[config.mk]
export PLATFORM = sky130hd
export DESIGN_NAME = sacl_set_update
export DESIGN_NICKNAME = d
export VERILOG_FILES = /design/src/set_assoc_cache_lru_wb_core_defines.svh /design/src/sacl_pkg.sv /design/src/sacl_set_update.sv
export SDC_FILE = /design/constraint.sdc
export NUM_CORES = 1
export LEC_CHECK = 0
export BUFFER_PORTS_ARGS = -buffer_cell sky130_fd_sc_hd__buf_2
export CORE_AREA = 3 3 464 466
export DETAILED_ROUTE_END_ITERATION = 10
export DIE_AREA = 0 0 467 469
export GPL_TIMING_DRIVEN = 0
export RECOVER_POWER = 50
export SLEW_MARGIN = 40
export SYNTH_ARGS = -nofsm -noshare
export SYNTH_HDL_FRONTEND = slang
export SYNTH_SLANG_ARGS = --single-unit
[constraint.sdc]
create_clock -name vclk -period 10.2
set_input_delay 0.51 -clock vclk [all_inputs]
set_output_delay 0.51 -clock vclk [all_outputs]
set_load 0.02 [all_outputs]
[src/set_assoc_cache_lru_wb_core_defines.svh]
// Assertion helpers shared by the cache core. Both sample on the rising edge
// of clk and are switched off while rst_n is low.
`ifndef SET_ASSOC_CACHE_LRU_WB_CORE_DEFINES_SVH
`define SET_ASSOC_CACHE_LRU_WB_CORE_DEFINES_SVH

// The consequent must hold in the same cycle as the antecedent.
`define SACL_ASSERT_SAME(label, ante, cons, msg) \
  label: assert property (@(posedge clk) disable iff (!rst_n) (ante) |-> (cons)) \
    else $error(msg);

// The consequent must hold in the cycle after the antecedent.
`define SACL_ASSERT_NEXT(label, ante, cons, msg) \
  label: assert property (@(posedge clk) disable iff (!rst_n) (ante) |=> (cons)) \
    else $error(msg);

`endif

[src/sacl_pkg.sv]
package sacl_pkg;

  localparam int unsigned MAX_SETS_DEF   = 64;
  localparam int unsigned WAYS_DEF       = 8;
  localparam int unsigned ADDR_WIDTH_DEF = 64;

  localparam int unsigned IN_ADDR_W = 64;
  localparam int unsigned SETB_W    = 3;
  localparam int unsigned OFFB_W    = 4;
  localparam int unsigned WAYSB_W   = 4;
  localparam int unsigned CFG_W     = 4;
  localparam int unsigned CFG_IDX_W = 2;
  localparam int unsigned CNT_W     = 32;
  localparam int unsigned BYTES_W   = 40;

  // Ways in use never exceed sixteen, so five bits always hold the count.
  localparam int unsigned NWAY_W = 5;

  localparam int unsigned AGE_W = 3;
  localparam logic [AGE_W-1:0] AGE_MAX = 3'd7;
  // A fill ages every other valid way, so its limit lies above any age.
  localparam logic [AGE_W:0] AGE_LIM_FILL = 4'd8;

  localparam logic [CFG_IDX_W-1:0] CFG_SET_BITS = 2'd0;
  localparam logic [CFG_IDX_W-1:0] CFG_OFF_BITS = 2'd1;
  localparam logic [CFG_IDX_W-1:0] CFG_WAYS     = 2'd2;

  localparam logic CMD_LOAD  = 1'b0;
  localparam logic CMD_STORE = 1'b1;

  typedef struct packed {
    logic             valid;
    logic             dirty;
    logic [AGE_W-1:0] age;
  } meta_t;

  typedef struct packed {
    logic hit;
    logic evicted;
    logic evicted_dirty;
    logic made_dirty;
  } outcome_t;

endpackage

[src/sacl_set_update.sv]
module sacl_set_update import sacl_pkg::*; #(
  parameter int unsigned WAYS       = WAYS_DEF,
  parameter int unsigned ADDR_WIDTH = ADDR_WIDTH_DEF,
  localparam int unsigned WAY_W     = (WAYS > 1) ? $clog2(WAYS) : 1
) (
  input  logic [ADDR_WIDTH-1:0]           blk,
  input  logic                            cmd,
  input  logic [WAYSB_W-1:0]              ways_in_use,
  input  logic [WAYS-1:0][ADDR_WIDTH-1:0] tag_row,
  input  meta_t [WAYS-1:0]                meta_row,
  output logic [WAYS-1:0][ADDR_WIDTH-1:0] tag_new,
  output meta_t [WAYS-1:0]                meta_new,
  output logic                            tag_we,
  output outcome_t                        outcome
);

  logic [NWAY_W-1:0] nways;
  logic [WAYS-1:0]   use_w;
  logic [WAYS-1:0]   hit_vec;
  logic [WAYS-1:0]   inv_vec;
  logic [WAY_W-1:0]  hit_way;
  logic [WAY_W-1:0]  inv_way;
  logic [WAY_W-1:0]  lru_way;
  logic [WAY_W-1:0]  way_sel;
  logic [AGE_W-1:0]  best_age;
  logic [AGE_W:0]    age_lim;
  logic              hit;
  logic              found;
  logic              is_store;

  assign is_store = (cmd == CMD_STORE);

  always_comb begin
    if (ways_in_use == '0) begin
      nways = NWAY_W'(1);
    end else if ({1'b0, ways_in_use} > NWAY_W'(WAYS)) begin
      nways = NWAY_W'(WAYS);
    end else begin
      nways = {1'b0, ways_in_use};
    end
    for (int i = 0; i < WAYS; i++) begin
      use_w[i]   = (NWAY_W'(i) < nways);
      hit_vec[i] = use_w[i] & meta_row[i].valid & (tag_row[i] == blk);
      inv_vec[i] = use_w[i] & ~meta_row[i].valid;
    end
  end

  // Lowest matching index wins, for the hit search and for the free way.
  always_comb begin
    hit_way = '0;
    inv_way = '0;
    for (int i = WAYS - 1; i >= 0; i--) begin
      if (hit_vec[i]) begin
        hit_way = WAY_W'(i);
      end
      if (inv_vec[i]) begin
        inv_way = WAY_W'(i);
      end
    end
  end

  // Oldest way; a strict compare keeps the lowest index on a tie.
  always_comb begin
    best_age = '0;
    lru_way  = '0;
    for (int i = 0; i < WAYS; i++) begin
      if (use_w[i] && (meta_row[i].age > best_age)) begin
        best_age = meta_row[i].age;
        lru_way  = WAY_W'(i);
      end
    end
  end

  assign hit   = |hit_vec;
  assign found = |inv_vec;

  always_comb begin
    priority if (hit) begin
      way_sel = hit_way;
    end else if (found) begin
      way_sel = inv_way;
    end else begin
      way_sel = lru_way;
    end
  end

  // On a hit only ways younger than the touched one age.
  assign age_lim = hit ? {1'b0, meta_row[way_sel].age} : AGE_LIM_FILL;

  always_comb begin
    meta_new = meta_row;
    tag_new  = tag_row;
    for (int i = 0; i < WAYS; i++) begin
      if (WAY_W'(i) == way_sel) begin
        meta_new[i].valid = 1'b1;
        meta_new[i].dirty = hit ? (meta_row[i].dirty | is_store) : is_store;
        meta_new[i].age   = '0;
      end else if (use_w[i] && meta_row[i].valid &&
                   ({1'b0, meta_row[i].age} < age_lim) && (meta_row[i].age != AGE_MAX)) begin
        meta_new[i].age = meta_row[i].age + AGE_W'(1);
      end
    end
    tag_new[way_sel] = blk;
  end

  assign tag_we                = ~hit;
  assign outcome.hit           = hit;
  assign outcome.evicted       = ~hit & ~found;
  assign outcome.evicted_dirty = ~hit & ~found & meta_row[lru_way].dirty;
  assign outcome.made_dirty    = is_store & ~(hit & meta_row[way_sel].dirty);

endmodule

Word level (Yosys, flattened, before mapping)
Cells that the tools add are included.
W data, S select, Z words.
- register bits: 0
- input port bits: 621
- equality and inequality tests: 23
- bitwise operators: 47
- reductions and logical operators: 37
- mux-type cells: 74
- $lt $le $gt $ge: 28
- add/sub/neg operators: 8
- operators by type and width (kind ; count):
    $bwmux W512 ; 1
    $eq A64 B64 Y1 ; 8
    $demux W64 S3 ; 1
    $mux W3 ; 47
    $mux W64 ; 1
    $logic_and A1 B1 Y1 ; 33
    $lt A3 B4 Y1 ; 8
    $bmux W5 S3 ; 2
    $and A1 B1 Y1 ; 28
    $add A3 B1 Y3 const B ; 8
    $ne A3 B3 Y1 const B ; 8
    $gt A3 B3 Y1 ; 7
    $lt A3 B5 Y1 const A ; 4
    $mux W2 ; 8
    $mux W4 ; 4
    $reduce_or A8 Y1 ; 2
    $eq A3 B3 Y1 const A ; 4
    $not A1 Y1 ; 11
    $lt A1 B5 Y1 const A ; 2
    $lt A2 B5 Y1 const A ; 2
    $mux W1 ; 9
    $lt A3 B4 Y1 const B ; 2
    $or A1 B1 Y1 ; 8
    $eq A2 B3 Y1 const A ; 2
    7 further kinds ; 7

Logic depth before layout (Yosys ltp)
- depth after elaboration: 37
- gate-level depth with buffers: 63
- mapped depth without buffers: 60

Worst setup path after synthesis
Ideal clock, no wire load.
- path type: input-to-output
- start point: input meta_row[0] (netlist bit)
- end point: output meta_new[26] (netlist bit)
- data arrival time: 10.407 ns
- cell stages on the path: 56
- path slack: -0.717 ns
- buffers on the path: 1
- cell sequence: inv_1 ha_1 a21o_1 ha_1 nand2_1 o21ai_2 nand2_1 o21ai_0 ha_1 o22ai_1 o211a_1 nor2_1 a21oi_1 ha_1 nor2_1 and2_1 a41o_1 o21ai_0 [20 not listed] ha_1 nor2b_1 o21ai_0 nand2b_1 and3_1 nor3_1 o21ai_1 nand2_2 buf_2 mux2i_1 mux2_2 nand2_1 ha_1 o21ai_0 o21ai_0 inv_1 a31oi_4 mux2i_1
- RTL lines (element ; line ; RTL):
    start: declaration ; sacl_set_update.sv:10 ; input meta_t [WAYS-1:0] meta_row,
    end: declaration ; sacl_set_update.sv:12 ; output meta_t [WAYS-1:0] meta_new,

==> flow_summary_export.csv <==
group,metric,value,unit
placed_design,post-dp-hpwl,304000,microns
die,core,212000,sq um
min_path,whs_endpoint,"tag_new[415]",
worst_setup_path,crit_fanout,7,
grt,grt_pass1_wl,391000,microns
die,die-height,469,microns
pwr,p_sw_share,66.2,%
placed_design,gp_congestion,1.08,
finish,areaGrowthSynthToFinish,88.6,%
sta,tns,-83500,ps
finish,nClkBuffers,0,
worst_setup_path,worst-path-buf-inv,8,
outcome,failed_checks,"negative setup slack",
detailed_routing,ant_nets,0,
yosys,syn_area,17100,sq um
pwr,vdd_ir_drop_max,0.0000488,V
yosys,syn_nets,2814,
sta,max-slew-margin-rel,25.5,%
pwr,pwr-share-seq,0,%
sta,min_period,10930,ps
finish,seq_cell_count,0,
finish,drive_gt1_share,63.6,%
worst_setup_path,cp.required,9690,ps
detailed_routing,routed_wl,340000,microns
worst_setup_path,crit_family,"compound AO/OA/AOI/OAI gates",
worst_setup_path,critPathKind,"in2out",
worst_setup_path,cpPeakStageDelay,350,ps
detailed_routing,drt_first_pass_iters,6,
yosys,yosysSeqAreaShare,0,%
sta,max_freq,0.0915,GHz
sta,grt_setup_unrepaired,"yes",
yosys,ys_types,83,
pwr,p_sw,1.67,mW
finish,layout_common_cells,"983 x buf_2, 394 x mux2_2, 386 x xnor2_1",
detailed_routing,post_drt_wl_per_cell,53.0,microns
grt,grt_pass1_vias,25200,
worst_setup_path,worst_ep_arrival_time,10420,ps
sta,worst_pin_slew,1110,ps
grt,grt_use_total,29.3,%
detailed_routing,route.detailed.drc,0,
detailed_routing,first_iter_violations,4239,
worst_setup_path,endpoint_kind,"output port",
pwr,p_leak,12.9,nW
detailed_routing,route.vias.total,28500,
pwr,p_int,0.852,mW
finish,finalNetCount,4095,
yosys,syn-mean-instance-area,7.97,sq um
min_path,hold_class,"in2out",
die,rows,169,
placed_design,dp_slack,-2290,ps
sta,drv_slew,0,
pwr,pwr-share-comb,100.0,%
outcome,outcome,"finished, violations left",
worst_setup_path,slowest_stage,"mux2_4",
sta,fin_crit_sh,107,%
sta,hold-worst-slack,1370,ps
sta,setup_violations,516,
worst_setup_path,path_common_cell,"ha_4",
finish,fillers,24300,
worst_setup_path,start_kind,"input pin",
sta,finalHoldViolCount,0,
placed_design,numPortBuffers,1114,
clock_network,hold_buffers,0,
min_path,min-delay-start,"tag_row[415]",
min_path,hold_depth,3,
die,ioPinCount,1178,
sta,layout_setup_ws,-732,ps
finish,regArea,0,sq um
yosys,netlist_instances,2147,
grt,grt_max_degree,15,
grt,gr-total-overflow,0,
die,dieArea,219000,sq um
pwr,pwr_density_cell,78.1,nW/um^2
finish,finish.utilization,15.3,%
grt,antenna_found_initial,405,
run,cap_violations,0,
finish,final_common_cell,"buf_2",
yosys,yosys_warnings,0,
pwr,power.share.clock,0,%
pwr,finalPower,2.52,mW
die,initial_core_util,8.09,%
detailed_routing,avgViaCountPerCell,4.44,
die,die_w,467,microns
## kinds of logic after synthesis
kind of cell	share of synthesized area (%)
xor+xnor	26.6
fa+ha+maj	3.49
mux	35.2
compound gates	7.92
buf+inv	6.49
simple gates	20.3
## worst max path at each step
stage                      startpoint           end  slack (ps)  cells after the start
final                     meta_row[1]  meta_new[32]        -730                     62
after global routing      meta_row[0]  meta_new[32]       -1160                     63
after floorplan           meta_row[0]  meta_new[26]          10                     56
after CTS                 meta_row[1]  meta_new[32]        -630                     62
after global placement    meta_row[0]  meta_new[28]       -2420                     55
after detailed placement  meta_row[0]  meta_new[32]       -2290                     59
## power groups by stage
stage | clock (mW) | sequential (mW) | combinational [mW]
3_3_place_gp | 0 | 0 | 2.17
3_5_place_dp | 0 | 0 | 2.20
2_1_floorplan | 0 | 0 | 1.01
4_1_cts | 0 | 0 | 2.40
5_1_grt | 0.000000426 | 0 | 2.55
6_report | 0.00000170 | 0 | 2.52
## Yosys cell counts (all sizes together) (3+ instances only)
library cell,n,area [sq um]
or4,11,82.6
mux2i,24,240
nand4b,14,123
nand2b,20,125
nand4,166,1040
a21oi,50,265
a211oi,8,90.1
nor4b,12,105
a21o,4,30.0
nor4bb,5,50.1
nand2,129,489
inv,32,120
mux2,513,5780
xnor2,393,3440
nor3,36,201
nor4,83,526
nor2b,7,43.8
nor2,71,267
ha,46,576
and2,9,58.8
or2,3,18.8
o21ai,60,319
and3,6,37.5
o211ai,12,100
o2111ai,3,32.5
o22ai,8,50.1
buf,113,668
a31oi,10,138
and4,3,28.8
nor3b,5,37.5
nand3,33,170
clkbuf,86,323
o21a,5,37.5
xor2,127,1110
## cell type report
cell class	instances	area [sq um]	area share [%]
multi-input cells	1916	17600	54.4
well taps	2821	3530	10.9
plain buffers	197	1620	5.01
diodes	175	438	1.36
repair buffers	1281	9000	27.9
inverters	32	139	0.430
## timing repair
action                     in CTS  in global routing
pin swaps                      62                 55
gates resized for setup       680                172
cloned                         16                  3
setup buffers                  85                 26
setup endpoints to repair     554                554
## per-layer routing
metal  global-route usage (%)  part of all wire, %  up-vias
li1                         -                    -    10700
met5                        0                 0.32        -
met4                     15.6                  7.3      174
met3                     16.4                   14      782
met2                     42.9                   40     3003
met1                     33.8                   38    13900
## through the flow
stage,instance area (sq um),cells
4_1_cts,31000,6219
3_3_place_gp,26500,6082
5_1_grt,31900,6279
2_1_floorplan,17400,2147
6_report,32300,6422
3_5_place_dp,27500,6119
(Power assumes the default switching activity.)
