**src/set_assoc_cache_lru_wb_core_defines.svh**
```systemverilog
// Assertion helpers shared by the cache core. Both sample on the rising edge
// of clk and are switched off while rst_n is low.
`ifndef SET_ASSOC_CACHE_LRU_WB_CORE_DEFINES_SVH
`define SET_ASSOC_CACHE_LRU_WB_CORE_DEFINES_SVH

// The consequent must hold in the same cycle as the antecedent.
`define SACL_ASSERT_SAME(label, ante, cons, msg) \
  label: assert property (@(posedge clk) disable iff (!rst_n) (ante) |-> (cons)) \
    else $error(msg);

// The consequent must hold in the cycle after the antecedent.
`define SACL_ASSERT_NEXT(label, ante, cons, msg) \
  label: assert property (@(posedge clk) disable iff (!rst_n) (ante) |=> (cons)) \
    else $error(msg);

`endif

```
**src/sacl_pkg.sv**
```systemverilog
package sacl_pkg;

  localparam int unsigned MAX_SETS_DEF   = 64;
  localparam int unsigned WAYS_DEF       = 8;
  localparam int unsigned ADDR_WIDTH_DEF = 64;

  localparam int unsigned IN_ADDR_W = 64;
  localparam int unsigned SETB_W    = 3;
  localparam int unsigned OFFB_W    = 4;
  localparam int unsigned WAYSB_W   = 4;
  localparam int unsigned CFG_W     = 4;
  localparam int unsigned CFG_IDX_W = 2;
  localparam int unsigned CNT_W     = 32;
  localparam int unsigned BYTES_W   = 40;

  // Ways in use never exceed sixteen, so five bits always hold the count.
  localparam int unsigned NWAY_W = 5;

  localparam int unsigned AGE_W = 3;
  localparam logic [AGE_W-1:0] AGE_MAX = 3'd7;
  // A fill ages every other valid way, so its limit lies above any age.
  localparam logic [AGE_W:0] AGE_LIM_FILL = 4'd8;

  localparam logic [CFG_IDX_W-1:0] CFG_SET_BITS = 2'd0;
  localparam logic [CFG_IDX_W-1:0] CFG_OFF_BITS = 2'd1;
  localparam logic [CFG_IDX_W-1:0] CFG_WAYS     = 2'd2;

  localparam logic CMD_LOAD  = 1'b0;
  localparam logic CMD_STORE = 1'b1;

  typedef struct packed {
    logic             valid;
    logic             dirty;
    logic [AGE_W-1:0] age;
  } meta_t;

  typedef struct packed {
    logic hit;
    logic evicted;
    logic evicted_dirty;
    logic made_dirty;
  } outcome_t;

endpackage

```
**src/sacl_stats.sv**
```systemverilog
module sacl_stats import sacl_pkg::*; (
  input  logic               clk,
  input  logic               rst_n,
  input  logic               upd,
  input  outcome_t           outcome,
  input  logic [OFFB_W-1:0]  off_bits,
  output logic [CNT_W-1:0]   hit_total,
  output logic [CNT_W-1:0]   miss_total,
  output logic [CNT_W-1:0]   eviction_total,
  output logic [BYTES_W-1:0] dirty_resident_bytes,
  output logic [BYTES_W-1:0] dirty_evicted_bytes
);

  logic [CNT_W-1:0]   hit_cnt_r;
  logic [CNT_W-1:0]   hit_cnt_nxt;
  logic [CNT_W-1:0]   miss_cnt_r;
  logic [CNT_W-1:0]   miss_cnt_nxt;
  logic [CNT_W-1:0]   evict_cnt_r;
  logic [CNT_W-1:0]   evict_cnt_nxt;
  logic [BYTES_W-1:0] written_r;
  logic [BYTES_W-1:0] written_nxt;
  logic [BYTES_W-1:0] wback_r;
  logic [BYTES_W-1:0] wback_nxt;
  logic [BYTES_W-1:0] blk_bytes;

  function automatic logic [CNT_W-1:0] inc_sat(input logic [CNT_W-1:0] v);
    return (v == '1) ? v : v + CNT_W'(1);
  endfunction

  function automatic logic [BYTES_W-1:0] add_sat(input logic [BYTES_W-1:0] a,
                                                  input logic [BYTES_W-1:0] b);
    logic [BYTES_W:0] s;
    s = {1'b0, a} + {1'b0, b};
    return s[BYTES_W] ? '1 : s[BYTES_W-1:0];
  endfunction

  assign blk_bytes = BYTES_W'(1) << off_bits;

  always_comb begin
    hit_cnt_nxt   = hit_cnt_r;
    miss_cnt_nxt  = miss_cnt_r;
    evict_cnt_nxt = evict_cnt_r;
    written_nxt   = written_r;
    wback_nxt     = wback_r;
    if (upd) begin
      if (outcome.hit) begin
        hit_cnt_nxt = inc_sat(hit_cnt_r);
      end else begin
        miss_cnt_nxt = inc_sat(miss_cnt_r);
      end
      if (outcome.evicted) begin
        evict_cnt_nxt = inc_sat(evict_cnt_r);
      end
      if (outcome.evicted_dirty) begin
        wback_nxt = add_sat(wback_r, blk_bytes);
      end
      if (outcome.made_dirty) begin
        written_nxt = add_sat(written_r, blk_bytes);
      end
    end
  end

  always_ff @(posedge clk) begin
    if (!rst_n) begin
      hit_cnt_r   <= '0;
      miss_cnt_r  <= '0;
      evict_cnt_r <= '0;
      written_r   <= '0;
      wback_r     <= '0;
    end else begin
      hit_cnt_r   <= hit_cnt_nxt;
      miss_cnt_r  <= miss_cnt_nxt;
      evict_cnt_r <= evict_cnt_nxt;
      written_r   <= written_nxt;
      wback_r     <= wback_nxt;
    end
  end

  assign hit_total            = hit_cnt_r;
  assign miss_total           = miss_cnt_r;
  assign eviction_total       = evict_cnt_r;
  assign dirty_evicted_bytes  = wback_r;
  // Write-backs outgrow the written total if it saturates or the block size grows.
  assign dirty_resident_bytes = (written_r >= wback_r) ? (written_r - wback_r) : '0;

endmodule

```
**config.mk**
```make
export PLATFORM = sky130hd
export DESIGN_NAME = sacl_stats
export DESIGN_NICKNAME = d
export VERILOG_FILES = /design/src/set_assoc_cache_lru_wb_core_defines.svh /design/src/sacl_pkg.sv /design/src/sacl_stats.sv
export SDC_FILE = /design/constraint.sdc
export NUM_CORES = 1
export LEC_CHECK = 0
export BUFFER_PORTS_ARGS = -buffer_cell sky130_fd_sc_hd__buf_2
export CORE_MARGIN = 5
export CORE_UTILIZATION = 45
export DETAILED_ROUTE_END_ITERATION = 10
export GPL_TIMING_DRIVEN = 0
export PLACE_DENSITY_LB_ADDON = 0.3
export SLEW_MARGIN = 15
export SYNTH_ARGS = -nofsm -noshare
export SYNTH_HDL_FRONTEND = slang
export SYNTH_SLANG_ARGS = --single-unit
```
**constraint.sdc**
```tcl
create_clock -name clk -period 5.3 [get_ports clk]
set_clock_uncertainty 0.1 [all_clocks]
set_input_delay 1.325 -clock clk [delete_from_list [all_inputs] [get_ports clk]]
set_output_delay 1.325 -clock clk [all_outputs]
set_load 0.005 [all_outputs]
```
After elaboration in Yosys (flattened, before gate mapping). Index checks and enable logic that the tools add are counted.

Shift operators: 1. Add/subtract/negate cells: 6. Bitwise gates (word level): 4. Multiplexer cells: 3. Reductions and logical operators: 5. Equal/unequal tests: 3. $lt $le $gt $ge: 1.

Operators with widths (number): two-way mux 40 bit (3); adder 32 x 1 -> 32 bit, second input constant (3); == test 32 bit, second input constant (3); adder 40 x 40 -> 41 bit (2); greater-or-equal comparator 40 bit (1); left shift 1 x 4 -> 40 bit, first input constant (1); subtractor 40 bit (1); AND reduction 3 bit (3); inverter 1 bit (4); AND reduction 2 bit (2).

Register bits: 176. Bits of input ports: 11. Word-level logic and storage cells: 28.

Longest topological paths before layout.
Depth in word-level cells: 3. Gate-level depth with buffers: 15.

Worst setup path before layout. OpenSTA, ideal clock, no wires.

Path type: register to output. Start: reg wback_r[0], in the netlist dirty_evicted_bytes[0]. End: out dirty_resident_bytes[29]. Data arrival time: 3149 ps. Path buffers: 2. Required time: 3875 ps. Path slack: 726 ps. Cell stages (with the launch flop): 15. Cell sequence: dfxtp_1 -> ha_1 -> inv_1 -> fa_1 -> a211oi_1 -> o21bai_1 -> a211oi_1 -> a211o_1 -> and3_1 -> o21a_1 -> o21ai_0 -> o21ai_0 -> clkbuf_1 -> buf_1 -> nor2_1.

Word-level cells in the longest chain between the ends: 2. Elaborated cells between the ends (all ways): 3.

RTL lines: start, declared (line sacl_stats.sv:22) `logic [BYTES_W-1:0] wback_r;`; start signal, assigned (line sacl_stats.sv:75) `wback_r <= wback_nxt;`; subtractor 40 bit / greater-or-equal comparator 40 bit (equally long branches) (line sacl_stats.sv:84) `assign dirty_resident_bytes = (written_r >= wback_r) ? (written_r - wback_r) : '0;`; two-way mux 40 bit (*) (line sacl_stats.sv:84); end, declared (line sacl_stats.sv:10) `output logic [BYTES_W-1:0] dirty_resident_bytes,`.

Mark *: on every way between the ends. The rest lies on a longest branch, timed or not.

Worst setup path in the final report.
Start: reg written_r[0]. End: out dirty_resident_bytes[37].

Word-level cells in the longest chain between the ends: 2. Elaborated cells between the ends (all ways): 3.

RTL lines: start, declared (line sacl_stats.sv:20) `logic [BYTES_W-1:0] written_r;`; start signal, assigned (line sacl_stats.sv:74) `written_r <= written_nxt;`; subtractor 40 bit / greater-or-equal comparator 40 bit (equally long branches) (line sacl_stats.sv:84); two-way mux 40 bit (*) (line sacl_stats.sv:84).

Marks and branches as above.

==> qor.yml <==
logic_synthesis:
  syn_avg_cell_area_um2: 7.92
  synth_largest_area_cell: "dfxtp_1"
  syn_nets: 1555
  yosysMostFrequentCell: "dfxtp_1"
  synth.distinct_cells: 74
  yosys-top-cells-area: "dfxtp_1 (30%), ha_1 (7.6%), xor2_1 (6.1%), xnor2_1 (5.5%), nor2_1 (5.2%)"
  ys_warn_count: 0
  netlist_instances: 1472
  synth_common_cells: "dfxtp_1 (176), nor2_1 (162), a21oi_1 (111)"
  synth-edff-count: 0
  synthArstFlopShare_pct: 0
  syn_area_mm2: 0.0117
  synth_top_area_share_pct: 30.2
  synthFlopType: "dfxtp_1"
  ys_ff_latch: 176
  synth-seq-area-share_pct: 30.2
clock_network:
  clkSinkCount: 176
  cts_buffer_depth: 2
  numCtsBuffers: 17
  cts-root-buf: "clkbuf_16"
  clk_latency_ns: 0.44
  path_clk_slew_ns: 0.07
  tritoncts: "built"
  cts_hold_buffers: 0
  htreeDepth: 4
critical_path:
  r2r_setup_slack_ns: 1.82
  crit_path_top_delay_cell: "fa_1"
  path_buf_inv: 5
  crit_arrival_ns: 3.65
  worstPathMaxFanout: 9
  worstPathCellList: "inv_1 > ha_1 > inv_1 > fa_1 > a211oi_2 > o21bai_1 > a211oi_2 > a211o_1 > and3_1 > o21a_1 > o21ai_1 > o21ai_2 > clkbuf_4 > buf_4 > a21oi_1 > buf_2"
  cp_slowest_stage_delay_ns: 0.45
  critPathTopFamily: "compound AO/OA/AOI/OAI gates"
  endpoint_kind: "output pin"
  path_class: "flop to output pin"
  required_ns: 3.88
  startpoint_type: "flop"
power_and_ir_drop:
  power_density_mw_per_mm2: 242
  vdd_drop_max_uv: 223
  p_leak_nw: 6.00
sta:
  worst_pin_slew_ns: 0.870
  tns_ns: 0
  max_freq_mhz: 197
  finalSetupViolCount: 0
  timing.final.ws_setup_ns: 0.221
  fin_crit_ns: 5.08
  fin_hold_ws_ns: 0.401
  slew_violations: 0
  maxSlewHeadroom_pct: 42.0
  hold_viol: 0
  finalCritPeriodShare_pct: 95.8
grt:
  grt_use_met1_pct: 31.0
  grt_use_met3_pct: 4.76
  grt_pass1_wl_mm: 56.0
  grt_util_met2_pct: 38.3
  grt_usage_pct: 23.4
  antenna_found_initial: 3
  busiest_layer: "met2"
  grt_max_degree: 18
  grt_pass1_vias: 10900
  grt_overflow_total: 0
layout:
  drive_gt1_share_pct: 16.0
  syn2layout_area_growth_pct: 17.6
  final_util_pct: 53.2
  num_antenna_cells: 0
  fillers: 2489
  fin_nets: 1759
floorplanning:
  fp.dieH_um: 171
  die_area_mm2: 0.0292
  io_pins: 187
  coreArea_mm2: 0.0258
  fp.dieW_um: 171
  placementRows: 59
  start_util_pct: 45.3
place:
  gp_congestion: 0.918
  dp_slack_ns: -0.651
  hpwl_mm: 27.1
  port_buffers: 181
route:
  vias: 11500
  drc: 0
  wl_per_cell_um: 17.2
  vias_per_cell: 5.66
  drt_iter0_drc: 756
  wl_mm: 34.7
  first_pass_iters: 5
  ant_nets: 0
status:
  outcome: "complete, no violations"
hold_path:
  worstHoldPathType: "flop to flop"
flow_run:
  cap_violations: 0
==> repair_timing <==
item,CTS,global route
pin swaps,1,3
gates cloned,0,0
setup buffers,3,2
resized for setup,11,12
endpoints found under the setup margin,39,40
==> per-layer routing <==
| layer | share of wire, % | vias up |
|---|---|---|
| met4 | 2.6 | 6 |
| met2 | 45 | 355 |
| met3 | 7.0 | 61 |
| met1 | 46 | 5310 |
| li1 | - | 5724 |
| met5 | 0.098 | - |
==> area by class of cell <==
type	instances	area (um2)	share of cell area, %
Tap cell	335	419	3.06
Inverter	67	251	1.83
Clock buffer	19	443	3.23
Multi-Input combinational cell	1173	7710	56.2
Timing Repair Buffer	186	943	6.88
Clock inverter	13	166	1.21
Sequential cell	176	3520	25.7
Buffer	55	259	1.89
==> worst paths after layout <==
kind,end,start,depth (start not counted)
setup reg to reg,written_r[33],written_r[2],11
setup / recovery,dirty_resident_bytes[37],written_r[0],16
hold / removal,eviction_total[17],eviction_total[17],2
hold reg to reg,eviction_total[17],eviction_total[17],2
==> cells by family after synthesis <==
logic type,Yosys count,synth area share (%)
fa+ha+maj,76,8.15
mux,6,0.515
buf+inv,123,4.32
compound gates,350,19.6
simple gates,587,25.7
xor+xnor,154,11.6
flops,176,30.2
==> cells in the final DEF (no fill, tap or decap), types with 5 or more instances in the layout <==
cell type    n
clkbuf_1    38
o21a_1       8
nand2_1    101
buf_2      188
ha_1        70
a211o_1      5
a221oi_1     8
nor2b_1      7
buf_4       10
and4_1      18
a31oi_1     25
xnor2_1     73
a21o_1      35
nand2b_1     8
o21bai_1    14
clkbuf_16   17
or3_1       25
o21ai_0     73
nor4_1      14
nand3_1     70
xor2_1      81
dfxtp_1    176
nand4_1     40
inv_6        7
a211oi_1    18
nor2_1     162
mux2i_1      6
and3_1      39
inv_1       67
and2_1      24
nor3_1      53
a21oi_1    111
==> worst reg2reg max path, stage by stage, from the launching register on <==
cell and delay, ns:
dfxtp_1 0.36, ha_1 0.38, a31o_2 0.19, nor4bb_1 0.43, a21oi_1 0.14, a211oi_1 0.45, o21ai_0 0.21, a21oi_1 0.38
buf_2 0.31, nand4_1 0.15, xor2_1 0.16, a21oi_1 0.08
==> where the power goes <==
| group | switching [W] | internal, W |
|---|---|---|
| Combinational | 0.000366 | 0.000278 |
| Sequential | 0.0000232 | 0.00134 |
| Clock | 0.000590 | 0.000728 |
| Total | 0.000979 | 0.00234 |
==> per-stage QoR <==
stage,cells,area [um2],power [W]
3_3_place_gp,1988,13000,0.00199
2_1_floorplan,1472,11700,0.00179
4_1_cts,2023,13700,0.00333
6_report,2024,13700,0.00332
3_5_place_dp,1988,13000,0.00200
5_1_grt,2024,13700,0.00348
==> sequential cells by signal, indices dropped and copies added (netlist names) <==
register,count
written_r,40
miss_total,32
dirty_evicted_bytes,40
hit_total,32
eviction_total,32
No activity file was read; power rests on OpenSTA's default activity.
