--- src/set_assoc_cache_lru_wb_core_defines.svh ---
// Assertion helpers shared by the cache core. Both sample on the rising edge
// of clk and are switched off while rst_n is low.
`ifndef SET_ASSOC_CACHE_LRU_WB_CORE_DEFINES_SVH
`define SET_ASSOC_CACHE_LRU_WB_CORE_DEFINES_SVH

// The consequent must hold in the same cycle as the antecedent.
`define SACL_ASSERT_SAME(label, ante, cons, msg) \
  label: assert property (@(posedge clk) disable iff (!rst_n) (ante) |-> (cons)) \
    else $error(msg);

// The consequent must hold in the cycle after the antecedent.
`define SACL_ASSERT_NEXT(label, ante, cons, msg) \
  label: assert property (@(posedge clk) disable iff (!rst_n) (ante) |=> (cons)) \
    else $error(msg);

`endif

--- src/sacl_pkg.sv ---
package sacl_pkg;

  localparam int unsigned MAX_SETS_DEF   = 64;
  localparam int unsigned WAYS_DEF       = 8;
  localparam int unsigned ADDR_WIDTH_DEF = 64;

  localparam int unsigned IN_ADDR_W = 64;
  localparam int unsigned SETB_W    = 3;
  localparam int unsigned OFFB_W    = 4;
  localparam int unsigned WAYSB_W   = 4;
  localparam int unsigned CFG_W     = 4;
  localparam int unsigned CFG_IDX_W = 2;
  localparam int unsigned CNT_W     = 32;
  localparam int unsigned BYTES_W   = 40;

  // Ways in use never exceed sixteen, so five bits always hold the count.
  localparam int unsigned NWAY_W = 5;

  localparam int unsigned AGE_W = 3;
  localparam logic [AGE_W-1:0] AGE_MAX = 3'd7;
  // A fill ages every other valid way, so its limit lies above any age.
  localparam logic [AGE_W:0] AGE_LIM_FILL = 4'd8;

  localparam logic [CFG_IDX_W-1:0] CFG_SET_BITS = 2'd0;
  localparam logic [CFG_IDX_W-1:0] CFG_OFF_BITS = 2'd1;
  localparam logic [CFG_IDX_W-1:0] CFG_WAYS     = 2'd2;

  localparam logic CMD_LOAD  = 1'b0;
  localparam logic CMD_STORE = 1'b1;

  typedef struct packed {
    logic             valid;
    logic             dirty;
    logic [AGE_W-1:0] age;
  } meta_t;

  typedef struct packed {
    logic hit;
    logic evicted;
    logic evicted_dirty;
    logic made_dirty;
  } outcome_t;

endpackage

--- src/sacl_addr_map.sv ---
module sacl_addr_map import sacl_pkg::*; #(
  parameter int unsigned MAX_SETS   = MAX_SETS_DEF,
  parameter int unsigned ADDR_WIDTH = ADDR_WIDTH_DEF,
  localparam int unsigned SET_W     = (MAX_SETS > 1) ? $clog2(MAX_SETS) : 1
) (
  input  logic [ADDR_WIDTH-1:0] addr,
  input  logic [SETB_W-1:0]     set_bits,
  input  logic [OFFB_W-1:0]     off_bits,
  output logic [ADDR_WIDTH-1:0] blk,
  output logic [SET_W-1:0]      set_idx
);

  localparam int unsigned SEL_W  = (1 << SETB_W) - 1;
  localparam int unsigned MASK_W = SEL_W + 1;
  localparam int unsigned LUT_N  = 1 << SEL_W;

  logic [MASK_W-1:0] sel_mask;
  logic [SEL_W-1:0]  sel_raw;
  logic [SET_W-1:0]  set_lut [LUT_N];

  // The set number wraps modulo the number of sets held; the raw select is
  // narrow, so the wrap is a constant table.
  for (genvar i = 0; i < LUT_N; i++) begin : g_set_lut
    localparam int unsigned SET_V = i % MAX_SETS;
    assign set_lut[i] = SET_W'(SET_V);
  end

  assign blk      = addr >> off_bits;
  assign sel_mask = (MASK_W'(1) << set_bits) - MASK_W'(1);
  assign sel_raw  = blk[SEL_W-1:0] & sel_mask[SEL_W-1:0];
  assign set_idx  = set_lut[sel_raw];

endmodule

--- config.mk ---
export PLATFORM = sky130hd
export DESIGN_NAME = sacl_addr_map
export DESIGN_NICKNAME = d
export VERILOG_FILES = /design/src/set_assoc_cache_lru_wb_core_defines.svh /design/src/sacl_pkg.sv /design/src/sacl_addr_map.sv
export SDC_FILE = /design/constraint.sdc
export NUM_CORES = 1
export LEC_CHECK = 0
export BUFFER_PORTS_ARGS = -buffer_cell sky130_fd_sc_hd__clkbuf_2
export CORE_MARGIN = 4
export CORE_UTILIZATION = 51
export DETAILED_ROUTE_END_ITERATION = 10
export GPL_ROUTABILITY_DRIVEN = 0
export PLACE_DENSITY = 0.93
export SLEW_MARGIN = 25
export SYNTH_ARGS = -nofsm -noshare
export SYNTH_HDL_FRONTEND = slang
export SYNTH_SLANG_ARGS = --single-unit
--- constraint.sdc ---
create_clock -name vclk -period 3.3
set_clock_uncertainty 0.1 [all_clocks]
set_input_delay 0.33 -clock vclk [all_inputs]
set_output_delay 0.33 -clock vclk [all_outputs]
set_load 0.01 [all_outputs]
---- Yosys cells after proc, flatten, opt, wreduce, memory -nomap -nowiden ----
Memory sizes are Yosys's and may differ from the RTL's.
Index checks and enable logic that the tools add are counted.
cells by class
  shifts and indexed selects .............. 2
  muxes and demuxes ....................... 2
  bitwise gates (word level) .............. 2
  add/sub/neg operators ................... 1
  magnitude comparators ................... 1
operators by type and width
  operator                                                            count
  64-bit by 4-bit right shift with 64-bit output                      1
  6-bit 2-to-1 mux                                                    2
  8-bit greater-or-equal comparator, second input constant            1
  7-bit NOT with 8-bit output                                         1
  7-bit bitwise AND                                                   1
  1-bit by 3-bit left shift with 7-bit output, first input constant   1
  7-bit by 2-bit subtractor with 7-bit output, second input constant  1
word-level totals
  bits in registers ....................... 0
  input port bits ......................... 71
  logic and storage cells ................. 9
  memories ................................ 1
  output and inout bits ................... 70
  memory bits (read-only) ................. 768
memories
  name              words  width  rd ports  clocked after Yosys merged registers in  wr ports  line                 text
  (name not given)  128    6      1         0                                        0         sacl_addr_map.sv:31  assign set_idx = set_lut[sel_raw];

---- Longest topological paths before layout ----
Gate-level depths: netlist (run 1).
  word-level depth ........................ 7
  depth in mapped cells ................... 7

---- Least setup slack after synthesis (run 1) ----
No wires, ideal clock.
  path kind ............................... input -> output
  from .................................... input port set_bits[2]
  to ...................................... output port set_idx[4]
  path buffers ............................ 0
  data arrival time ....................... 1.963 ns
  slack ................................... 0.907 ns
  stages .................................. 6
  cells stage by stage .................... or3_1 -> ha_1 -> or4b_2 -> nand2_1 -> a21oi_1 -> a211oi_1
on the way
  word-level cells in the longest chain between the ends .. 7
RTL lines
  element                                              line                 text
  from (decl)                                          sacl_addr_map.sv:7   input logic [SETB_W-1:0] set_bits,
  1-bit by 3-bit left shift with 7-bit output          sacl_addr_map.sv:29  assign sel_mask = (MASK_W'(1) << set_bits) - MASK_W'(1);
  7-bit by 2-bit subtractor with 7-bit output          sacl_addr_map.sv:29
  7-bit bitwise AND                                    sacl_addr_map.sv:30  assign sel_raw = blk[SEL_W-1:0] & sel_mask[SEL_W-1:0];
  7-bit NOT with 8-bit output (implied by the code)    sacl_addr_map.sv:31
  memory 128 x 6 bit                                   --
  6-bit 2-to-1 mux (implied by the code) (2 in a row)  sacl_addr_map.sv:31
  to (decl)                                            sacl_addr_map.sv:10  output logic [SET_W-1:0] set_idx
Every way passes these cells. The select of a mux whose other input is x is not followed.

---- Worst setup path in the final report (run 1) ----
  from .................................... input port off_bits[2]
  to ...................................... output port blk[31]
on the way
  word-level cells in the longest chain between the ends .. 1
RTL lines
  element                                         line                 text
  from (decl)                                     sacl_addr_map.sv:8   input logic [OFFB_W-1:0] off_bits,
  64-bit by 4-bit right shift with 64-bit output  sacl_addr_map.sv:28  assign blk = addr >> off_bits;
  to (decl)                                       sacl_addr_map.sv:9   output logic [ADDR_WIDTH-1:0] blk,
Every way passes these cells.

==> metrics.md, run 1 <==
| Metric | Value |
|---|---|
| Area contributors post-synth | mux2i_1, mux4_2, a22oi_1 |
| Vias | 3,952 |
| Initial Utilization | 52.4% |
| Num sequential | 0 |
| Area growth from synthesis to layout | 22.2% |
| Post-CTS sizing | 0 |
| Crit. End Element | output port |
| Syn_nets | 450 |
| CTS Hold Bufs | 0 |
| Hold Crit Start | set_bits[1] |
| CP max-delay cell | buf_2 |
| Count of cell types in the netlist | 37 |
| Pwr dens | 199 nW/um^2 |
| Total GRT Usage | 29.4% |
| Warning count from the yosys run | 0 |
| Slew headroom | 42.4% |
| Grt ovf | 0 |
| Data required, critical path | 2.87 ns |
| Most instantiated cells after synthesis | mux2i_1, a22oi_1, nand2_1 |
| Synth Area per Inst | 8.21 sq um |
| FP Rows | 28 |
| Initial antenna violation count | 0 |
| Vias per cell | 6.95 |
| Antenna-violating nets left | 0 |
| Class of the worst hold path | input port to output port |
| Seq/Total Area, Yosys | 0% |
| Final setup violation count | 0 |
| Total power | 0.000753 W |
| RSZ-0062 raised after global routing | false |
| FF+latch area | 0 sq um |
| Leak | 1.84 nW |
| Final WL | 11.6 mm |
| Finished Cell Area | 3790 sq um |
| Boundary Pins | 141 |
| Clock buf count | 0 |
| Status | completed |
| Vias in the first global route | 3,686 |
| CORE AREA | 5920 sq um |
| Fmax | 343 MHz |
| Residual DRC count | 0 |
| Die width | 86.0 um |
| VDD IR max | 0.117 mV |
| Setup CP Type | input port to output port |
| Most used cell, CP | mux2i_1 |
| Max_cap viols | 0 |
| Final period utilization | 88.4% |
| DP HPWL | 9.23 mm |
| Final Hold Vio Count | 0 |
| Post-synth top area share | 27.1% |
| Crit path cell chain | buf_2, buf_4, mux2i_1, a22oi_1, o211ai_1, mux2i_1, clkbuf_2 |
| Layout cells sized above 1 | 41.9% |
| Dominant cell by count in the synthesized netlist | mux2i_1 |
| First-pass iteration count of the detailed router | 9 |
| DR iter-0 viols | 574 |
| WL/cell | 20.3 um |
| Synth Instances | 378 |
| Port Buf Inserts | 141 |
| DIE AREA | 7400 sq um |
| DP Area | 3790 sq um |
| Pin count of the biggest net entering global routing | 42 |
| Startpoint Class | input port |
| Min cycle time layout | 2.92 ns |
| Synth area leader | mux2i_1 |
| Crit path from | off_bits[2] |
| Antenna Diode Count | 0 |
| Arrival @ worst endpoint | 2.49 ns |
| Pins Over Slew Limit | 0 |
| Worst-Margin Slew | 0.864 ns |
| Slowest stage delay, CP | 0.65 ns |
| Maximum fanout along the worst path | 40 |
| # nets final | 568 |
| # Post-CTS Setup Buffers | 0 |
| First-pass GRT wire length | 18.2 mm |
| Post-Syn Area | 3100 sq um |
| Setup TNS | 0 ns |
| Die Y | 86.0 um |
-- layout by cell type, fill, tap and decap left out, types with 3 or more instances in the layout --
master	instances
clkbuf_2	139
buf_4	15
o22ai_1	4
nor2b_1	5
a21oi_1	13
nand2_1	45
o211ai_1	17
nand2b_1	3
or2_2	3
mux4_2	21
o221ai_1	9
a22oi_1	49
nor2_1	28
mux2_2	26
mux2i_1	84
inv_1	4
-- cells by family after synthesis --
group / share of synthesized area [%]
adders and majority gates: 0.403
buffers and inverters: 7.70
AOI/OAI and AO/OA: 25.6
muxes: 53.4
and+or+nand+nor: 12.5
xor gates and xnor gates: 0.282
-- layout make-up --
cell class / instances / area, sq um
repair buffers: 156 / 818
fillers: 505 / 2130
multi-input cells: 334 / 2870
inverters: 4 / 15.0
well taps: 75 / 93.8
-- routing by layer --
metal	part of all wire [%]	track usage [%]	wire, um
met1	37	39.0	4280
met2	48	50.6	5610
met4	3.9	7.77	456
met3	11	3.07	1230
met5	0	0	0
-- through the flow --
stage / hold WS (ns) / std cells / util (%) / setup slack (ns)
3_3_place_gp: 0.901 / 569 / 64.1 / 0.511
2_1_floorplan: 0.654 / 378 / - / 0.907
4_1_cts: 0.911 / 569 / 64.1 / 0.468
3_5_place_dp: 0.908 / 569 / 64.1 / 0.461
6_report: 0.915 / 569 / 64.1 / 0.384
5_1_grt: 0.960 / 569 / 64.1 / 0.221
-- power by group --
part | total (W) | switching, W | leakage (nW) | internal (W)
Combinational | 0.000753 | 0.000432 | 1.84 | 0.000321
Sequential | 0 | 0 | 0 | 0
Clock | 0 | 0 | 0 | 0
Total | 0.000753 | 0.000432 | 1.84 | 0.000321
-- path summary, 6_finish.rpt --
check               endpoint  slack [ns]  cells after the start
setup / recovery     blk[31]        0.38                      7
hold / removal    set_idx[5]        0.92                      4
-- worst max-delay path, delay by kind of cell --
family	cells	cell delay [ns]
buf+inv	3	1.22
mux	2	0.57
compound gates	2	0.34
Note: power is estimated with default switching activity, not from simulation.
==> run 2: changes to the inputs <==
--- a/config.mk
+++ b/config.mk
@@ -15,3 +15,4 @@
 export SYNTH_ARGS = -nofsm -noshare
 export SYNTH_HDL_FRONTEND = slang
 export SYNTH_SLANG_ARGS = --single-unit
+export TNS_END_PERCENT = 10
==> constraint.sdc (replaced) <==
create_clock -name vclk -period 3.3
set_clock_uncertainty 0.1 [all_clocks]
set_input_delay 0.33 -clock vclk [all_inputs]
set_output_delay 0.33 -clock vclk [all_outputs]
set_load 0.02 [all_outputs]
==> run 2 against run 1 <==
Effect of this change: via count decreased by 2.5%; cell count decreased by 0.35%; utilization about the same; power up 11%; global-route usage decreased by 0.61 points; clock-buffer cell count did not move; critical path type unchanged; largest power group unchanged.
==> metrics.md, run 2 (synthesized netlist as in run 1, its figures left out) <==
| Metric | Value |
|---|---|
| Slew headroom | 43.5% |
| Post-layout util | 64.0% |
| DP HPWL | 9.00 mm |
| Pin count of the biggest net entering global routing | 40 |
| RSZ-0062 raised after global routing | false |
| Residual DRC count | 0 |
| Post-CTS sizing | 0 |
| Crit path cell chain | buf_2, buf_12, mux2i_1, a22oi_1, o211ai_1, mux2i_1, clkbuf_2 |
| DR iter-0 viols | 427 |
| Clock buf count | 0 |
| Hold Crit Start | set_bits[1] |
| Arrival @ worst endpoint | 2.38 ns |
| Commonest cells after routing, fill and taps aside | clkbuf_2, mux2i_1, a22oi_1 |
| DIE AREA | 7400 sq um |
| WL/cell | 19.9 um |
| Grt ovf | 0 |
| Vias | 3,854 |
| VDD IR max | 0.137 mV |
| Setup TNS | 0 ns |
| Data required, critical path | 2.87 ns |
| Pins Over Slew Limit | 0 |
| First-pass iteration count of the detailed router | 5 |
| # Post-CTS Setup Buffers | 0 |
| Startpoint Class | input port |
| Antenna Diode Count | 0 |
| Maximum fanout along the worst path | 36 |
| Initial antenna violation count | 0 |
| Pwr dens | 220 nW/um^2 |
| Total GRT Usage | 28.8% |
| Num sequential | 0 |
| Boundary Pins | 141 |
| First-pass GRT wire length | 17.7 mm |
| Layout cells sized above 1 | 41.7% |
| Final Hold Vio Count | 0 |
| Port Buf Inserts | 141 |
| FF+latch area | 0 sq um |
| Antenna-violating nets left | 0 |
| Max_cap viols | 0 |
| Class of the worst hold path | input port to output port |
| Final setup violation count | 0 |
| Hold Path End | set_idx[5] |
| Status | completed |
| CP max-delay cell | buf_2 |
| Leak | 1.83 nW |
| Slowest stage delay, CP | 0.64 ns |
| Min cycle time layout | 2.81 ns |
| FP Rows | 28 |
| Placed insts | 567 |
| Final period utilization | 85.2% |
| Hold depth | 4 |
| Crit. End Element | output port |
| Final Non-Filler Cells | 567 |
| Die width | 86.0 um |
| Die Y | 86.0 um |
| Most used cell, CP | mux2i_1 |
| Area growth from synthesis to layout | 22.1% |
| Final WL | 11.3 mm |
| Vias in the first global route | 3,598 |
| # nets final | 566 |
| Fmax | 356 MHz |
| Commonest non-fill, non-tap cell in the layout | clkbuf_2 |
| Initial Utilization | 52.4% |
| Setup CP Type | input port to output port |
| Fillers | 502 |
| CTS Hold Bufs | 0 |
| Worst-Margin Slew | 0.848 ns |
| Total power | 0.000833 W |
| Vias per cell | 6.80 |
| CORE AREA | 5920 sq um |
run 2: cell types whose count changed in the layout (fill, tap and decap cells not counted):
cell	delta
buf_4	-3
buf_12	+1
run 2: layer usage:
metal | vias to the layer above | GRT usage [%] | wire [um]
met5 | - | 0 | 0
met4 | 0 | 8.63 | 409
met3 | 56 | 2.11 | 1090
li1 | 1739 | - | -
met2 | 289 | 50.2 | 5500
met1 | 1770 | 37.7 | 4300
run 2: area by class of cell:
cell class / count / area, sq um / share of cell area [%]
multi-input combinational: 334 / 2870 / 75.6
inverter: 4 / 15.0 / 0.396
timing repair buffer: 154 / 816 / 21.5
tap: 75 / 93.8 / 2.48
run 2: worst max-delay path by stage:
stage | from | depth (start not counted) | endpoint
finish | off_bits[2] | 7 | blk[36]
global route | off_bits[2] | 7 | blk[27]
CTS | off_bits[1] | 7 | set_idx[4]
detailed placement | off_bits[1] | 7 | set_idx[4]
global placement | off_bits[1] | 7 | set_idx[4]
floorplan | set_bits[2] | 6 | set_idx[4]
run 2: power breakdown:
part	leakage [nW]	internal, W	switching (W)
logic	1.83	0.000321	0.000512
clock network	0	0	0
registers	0	0	0
run 2: metrics by stage:
| step | hold WS [ns] | instance area (sq um) | worst slack (ns) |
|---|---|---|---|
| 3_3_place_gp | 0.932 | 3790 | 0.590 |
| 5_1_grt | 0.982 | 3790 | 0.312 |
| 3_5_place_dp | 0.941 | 3790 | 0.517 |
| 6_report | 0.935 | 3790 | 0.488 |
| 2_1_floorplan | 0.687 | 3100 | 0.694 |
| 4_1_cts | 0.941 | 3790 | 0.518 |
run 2: worst max-delay path: cells and delay by family:
kind | cells | cell delay [ns]
buf+inv | 3 | 1.13
mux | 2 | 0.54
compound gates | 2 | 0.34
